===== src/rtl/pcf_pkg.sv =====
// Package for the per-channel command FIFO: sizes, codes and control structs.
`default_nettype none
package pcf_pkg;

	localparam int CHANNELS   = 4;
	localparam int DEPTH      = 64;
	localparam int WORD_WIDTH = 64;

	localparam int CH_W   = (CHANNELS > 1) ? $clog2(CHANNELS) : 1;
	localparam int PTR_W  = $clog2(DEPTH);
	localparam int CNT_W  = $clog2(DEPTH + 1);
	localparam int MEM_DEPTH = CHANNELS * DEPTH;
	localparam int ADDR_W = $clog2(MEM_DEPTH);

	// fixed field widths of the ports
	localparam int FUNC_W = 3;
	localparam int QID_W  = 8;
	localparam int XWORD_W = 64;
	localparam int STAT_W = 2;
	localparam int CAP_W  = 11;

	localparam logic [CAP_W-1:0] CAPACITY = CAP_W'(DEPTH);

	typedef enum logic [FUNC_W-1:0] {
		FN_PUSH  = 3'd0,
		FN_POP   = 3'd1,
		FN_PEEK  = 3'd2,
		FN_CLEAR = 3'd3,
		FN_QUERY = 3'd4
	} func_t;

	typedef enum logic [STAT_W-1:0] {
		ST_OK    = 2'd0,
		ST_FULL  = 2'd1,
		ST_EMPTY = 2'd2,
		ST_BAD   = 2'd3
	} stat_t;

	// controller -> datapath
	typedef struct packed {
		logic start;    // transaction accepted this cycle, execute it
		logic capture;  // RAM read data is ready, latch it
	} cmd_t;

	// datapath -> controller
	typedef struct packed {
		logic rd_issue; // accepted command reads the word RAM
	} sts_t;

	function automatic logic [PTR_W-1:0] next_pos(input logic [PTR_W-1:0] p);
		return (p == PTR_W'(DEPTH - 1)) ? '0 : p + PTR_W'(1);
	endfunction

endpackage
`default_nettype wire


===== src/rtl/pcf_ctrl.sv =====
// Controller: sequences accept, optional RAM read wait, and result handoff.
`default_nettype none
module pcf_ctrl (
	input  wire logic         clk,
	input  wire logic         arst_n,
	input  wire logic         in_valid,
	output logic              in_ready,
	output logic              out_valid,
	input  wire logic         out_ready,
	output pcf_pkg::cmd_t     cmd,
	input  wire pcf_pkg::sts_t sts
);

	typedef enum logic [1:0] {
		S_IDLE,
		S_WAIT,
		S_RESP
	} state_t;

	state_t state_q;
	logic   in_ready_q;
	logic   out_valid_q;

	always_comb begin
		cmd.start   = in_valid && in_ready_q;
		cmd.capture = (state_q == S_WAIT);
	end

	always_ff @(posedge clk or negedge arst_n) begin
		if (!arst_n) begin
			state_q     <= S_IDLE;
			in_ready_q  <= 1'b1;
			out_valid_q <= 1'b0;
		end else begin
			case (state_q)
				S_IDLE: begin
					if (cmd.start) begin
						in_ready_q <= 1'b0;
						if (sts.rd_issue) begin
							state_q <= S_WAIT;
						end else begin
							state_q     <= S_RESP;
							out_valid_q <= 1'b1;
						end
					end
				end
				S_WAIT: begin
					state_q     <= S_RESP;
					out_valid_q <= 1'b1;
				end
				S_RESP: begin
					if (out_ready) begin
						state_q     <= S_IDLE;
						out_valid_q <= 1'b0;
						in_ready_q  <= 1'b1;
					end
				end
				default: begin
					state_q     <= S_IDLE;
					in_ready_q  <= 1'b1;
					out_valid_q <= 1'b0;
				end
			endcase
		end
	end

	assign in_ready  = in_ready_q;
	assign out_valid = out_valid_q;

endmodule
`default_nettype wire


===== config.mk =====
export PLATFORM = sky130hd
export DESIGN_NAME = pcf_ctrl
export DESIGN_NICKNAME = d
export VERILOG_FILES = /design/src/rtl/pcf_pkg.sv /design/src/rtl/pcf_ctrl.sv
export SDC_FILE = /design/constraint.sdc
export NUM_CORES = 1
export LEC_CHECK = 0
export BUFFER_PORTS_ARGS = -buffer_cell sky130_fd_sc_hd__buf_2
export CAP_MARGIN = 20
export CORE_AREA = 2 2 39 41
export DETAILED_ROUTE_END_ITERATION = 10
export DIE_AREA = 0 0 41 43
export SYNTH_ARGS = -nofsm -noshare
export SYNTH_HDL_FRONTEND = slang
export SYNTH_SLANG_ARGS = --single-unit

===== constraint.sdc =====
create_clock -name clk -period 0.95 [get_ports clk]
set_input_delay 0.095 -clock clk [delete_from_list [all_inputs] [get_ports clk]]
set_output_delay 0.095 -clock clk [all_outputs]
set_load 0.1 [all_outputs]

==> results_tabular.tex <==
\begin{tabular}{lr}
\hline
Metric & Value \\
\hline
\multicolumn{2}{l}{\textbf{Worst hold path}} \\
\quad Worst-case hold path end point & state\_q[0] \\
\quad Beginning of the worst hold path & sts \\
\quad Number of cells on the worst hold path & 2 \\
\quad Class of the tightest hold or removal check & primary input to register \\
\multicolumn{2}{l}{\textbf{Synth}} \\
\quad Fraction of post-synthesis cell area in the top cell type by area & 0.368 \\
\quad Share of the yosys chip area belonging to registers & 0.497 \\
\quad Count of synthesis-stage warnings from yosys & 0 \\
\quad Count of flip-flops with a built-in enable after synthesis & 0 \\
\quad Library cell with the largest summed area after synthesis & sky130\_fd\_sc\_hd\_\_dfrtp\_1 \\
\quad Avg Synthesized Cell Area & $\sim$11 µm² \\
\quad Fraction of synthesis flops using an asynchronous set or reset pin & 1.00 \\
\quad Most area-consuming cells after synthesis & sky130\_fd\_sc\_hd\_\_dfrtp\_1 (37\%), sky130\_fd\_sc\_hd\_\_dfstp\_2 (13\%), sky130\_fd\_sc\_hd\_\_a2bb2oi\_2 (7.4\%) \\
\quad Instance count of the mapped netlist & 18 \\
\quad Mapped Nets & 23 \\
\quad Yosys cell types & 13 \\
\quad Count of state elements after synthesis & 4 \\
\quad Leading cell types by count after synthesis & sky130\_fd\_sc\_hd\_\_dfrtp\_1 (3), sky130\_fd\_sc\_hd\_\_nor2\_1 (3), sky130\_fd\_sc\_hd\_\_a21oi\_1 (2) \\
\quad Top flip-flop cell by instance count after synthesis & sky130\_fd\_sc\_hd\_\_dfrtp\_1 \\
\quad Synthesized area & roughly 200 µm² \\
\multicolumn{2}{l}{\textbf{Placed design}} \\
\quad Routability-driven placement congestion ratio & 0.807 \\
\quad Inst Count DP & 43 \\
\quad IO buf count & 8 \\
\quad Area post-placement & around 340 µm² \\
\quad Half-perimeter wire length after detailed placement & 388 µm \\
\quad Worst setup slack before clock tree synthesis & -0.112 ns \\
\multicolumn{2}{l}{\textbf{Finish}} \\
\quad Finished Core Util & 0.288 \\
\quad Final cell count without fillers & around 50 \\
\quad Storage cell area & 106 µm² \\
\quad Area of the multi-input gates & roughly 100 µm² \\
\quad Final \#Nets & 41 \\
\quad Share of post-route cells with drive strength above 1 & 0.714 \\
\quad Final instance area & 399 µm² \\
\quad Area added between synthesis and finish & 95.7\% \\
\quad Layout fillers & $\sim$150 \\
\quad Final antenna diode count & 0 \\
\multicolumn{2}{l}{\textbf{STA}} \\
\quad Setup TNS & -1.28 ns \\
\quad FMAX & roughly 0.8 GHz \\
\quad Worst setup margin & -0.309 ns \\
\quad Final period utilization & 1.33 \\
\quad Worst-margin pin slew & approximately 0.17 ns \\
\quad Max-slew headroom at the worst pin & 0.885 \\
\quad Setup repair after global routing missed its margin & true \\
\quad Final critical-path required period & 1.26 ns \\
\quad Final-layout worst hold slack & about 0.12 ns \\
\quad Setup Skew & 0.00170 ns \\
\quad Number of hold violations in the final report & 0 \\
\quad Final Slew Violations & 0 \\
\quad Setup-failing EPs final & 7 \\
\multicolumn{2}{l}{\textbf{Setup path}} \\
\quad Internal reg-to-reg setup slack & -0.20 ns \\
\quad Capture instance of the worst register-to-register path & out\_valid \\
\quad Bufs and invs on worst path & 1 \\
\quad Arr. time, crit path & 1.16 ns \\
\quad Critical-path cell with the highest stage delay & sky130\_fd\_sc\_hd\_\_dfstp\_4 \\
\quad Crit path kind & register to output pin \\
\quad Cell-by-cell trace of the critical path & and2\_4, buf\_12 \\
\quad Critical Path End Type & output pin \\
\quad Worst r2r src & in\_ready \\
\quad CP top delay family & flip-flops \\
\quad Largest driver fanout on the critical path & 3 \\
\quad Kind of start point of the critical path & register \\
\quad Data required time of the worst path & 0.85 ns \\
\quad Longest individual stage delay on the worst path & about 0.6 ns \\
\quad Cell count of the worst reg-to-reg path & 4 \\
\multicolumn{2}{l}{\textbf{Job}} \\
\quad Max capacitance violation total & 0 \\
\multicolumn{2}{l}{\textbf{Routing}} \\
\quad Final routed DRC violation total & 0 \\
\quad Wire per inst & approximately 9.4 µm \\
\quad Initial DRC Count & 4 \\
\quad Number of nets with antenna violations after detailed routing & 0 \\
\quad Total length of routed wires & approximately 480 µm \\
\quad Vias per Instance & approximately 3.6 \\
\quad Number of iterations in the first detailed-routing pass & 2 \\
\quad Via total after detailed routing & approximately 180 \\
\multicolumn{2}{l}{\textbf{CTS}} \\
\quad Number of sinks driven by the clock tree & 4 \\
\quad H-tree depth & 1 \\
\quad Clock latency at the later pin of the worst-skew pair & $\sim$0.23 ns \\
\quad Clock slew at reported path FFs & about 0.04 ns \\
\quad Num CTS Buffers & 3 \\
\quad Clock Path Buffers & 2 \\
\quad TritonCTS clock tree & done \\
\quad Clk root buf & sky130\_fd\_sc\_hd\_\_clkbuf\_4 \\
\multicolumn{2}{l}{\textbf{Power and ir drop}} \\
\quad Leakage power total & $\sim$0.18 nW \\
\quad Overall Power & between 1 and 1.5 mW \\
\quad Cell Pwr Density & 3510 nW/µm² \\
\quad Worst ir drop on vdd & $\sim$1300 µV \\
\multicolumn{2}{l}{\textbf{Floorplanning}} \\
\quad Number of top-level pins & 9 \\
\quad Overall die area & between 1500 and 2000 µm² \\
\quad Die width & between 40 and 50 µm \\
\quad Vert. Die Dim & approximately 43 µm \\
\quad Area of the core & roughly 1400 µm² \\
\quad FP Rows & 14 \\
\quad Initial core utilization & 0.147 \\
\multicolumn{2}{l}{\textbf{Global route}} \\
\quad Initial antenna violation count & 0 \\
\quad Total grt overflow & 0 \\
\quad Largest net degree at the start of global routing & 6 \\
\quad First-pass GRT wire length & around 770 µm \\
\quad Via count of the first global-routing pass & 189 \\
\quad Global router's overall resource usage & 0.0705 \\
\multicolumn{2}{l}{\textbf{Status}} \\
\quad Failing checks & setup timing \\
\quad Result of the run & finished with violations \\
\hline
\end{tabular}
-- worst max path at each step --
stage / to / startpoint / cells past startpoint
6_report: cmd[1] / in_ready / 2
5_1_grt: cmd[1] / in_ready / 2
4_1_cts: cmd[1] / in_ready / 2
3_5_place_dp: out_valid / in_ready / 3
3_3_place_gp: cmd[1] / in_ready / 2
2_1_floorplan: state_q[0] / in_ready / 2
-- power breakdown --
part	switching, mW	total [mW]	internal [mW]
combinational	0.510	0.874	0.364
sequential	0.0458	0.298	0.253
clock	0.0718	0.230	0.158
total	0.628	1.40	0.774
-- sequential cells by signal, summed over array words and instances, names as in the netlist --
register,count
in_ready,1
out_valid,1
state_q,2
-- final cells by class --
class	count	share of cell area
clock buffers	4	0.0658
inverters	1	0.0157
well taps	16	0.0502
repair buffers	13	0.351
flip-flops and latches	4	0.266
multi-input cells	13	0.251
-- cells by family (layout without fill, tap and decap cells) --
| family | Yosys count | count (layout) | share of synthesized area |
|---|---|---|---|
| DFF | 4 | 4 | 0.497 |
| buffers and inverters | 1 | 18 | 0.0184 |
| AOI/OAI and AO/OA | 5 | 5 | 0.215 |
| and+or+nand+nor | 8 | 8 | 0.270 |
-- timing repair --
item | in CTS | in global routing
endpoints found under the hold margin | 4 | 0
hold buffers | 1 | 0
pin swaps | 3 | 2
endpoints found under the setup margin | 7 | 8
buffers inserted | 2 | 2
gates resized for setup | 0 | 1
-- placed cells by master (no fill, tap or decap) --
cell and count:
sky130_fd_sc_hd__buf_2 4, sky130_fd_sc_hd__buf_12 4, sky130_fd_sc_hd__buf_4 4, sky130_fd_sc_hd__nor2_1 3
sky130_fd_sc_hd__clkbuf_4 3, sky130_fd_sc_hd__a21oi_1 2, sky130_fd_sc_hd__dfrtp_1 2, sky130_fd_sc_hd__and2b_4 1
sky130_fd_sc_hd__and2_4 1, sky130_fd_sc_hd__and3_1 1, sky130_fd_sc_hd__nand2b_4 1, sky130_fd_sc_hd__nor2_2 1
sky130_fd_sc_hd__inv_4 1, sky130_fd_sc_hd__a21oi_2 1, sky130_fd_sc_hd__a2bb2oi_2 1, sky130_fd_sc_hd__o22a_2 1
sky130_fd_sc_hd__clkbuf_1 1, sky130_fd_sc_hd__dlygate4sd3_1 1, sky130_fd_sc_hd__dfstp_4 1, sky130_fd_sc_hd__dfrtp_2 1
-- worst reg2reg max path, stage by stage, from the launching register on --
cell	delay, ns
sky130_fd_sc_hd__dfstp_4	0.61
sky130_fd_sc_hd__and2_4	0.15
sky130_fd_sc_hd__buf_4	0.12
sky130_fd_sc_hd__nand2b_4	0.06
sky130_fd_sc_hd__a21oi_2	0.13
-- layer usage --
layer / share of wire / vias to the layer above / wire length, µm / global-route usage
li1: - / 94 / - / -
met1: 0.39 / 82 / 186 / 0.0779
met2: 0.47 / 7 / 226 / 0.0875
met3: 0.14 / 0 / 66 / 0.0314
met4: 0 / 0 / 0 / 0.0800
met5: 0 / - / 0 / 0
Note: power is estimated with default switching activity, not from simulation.
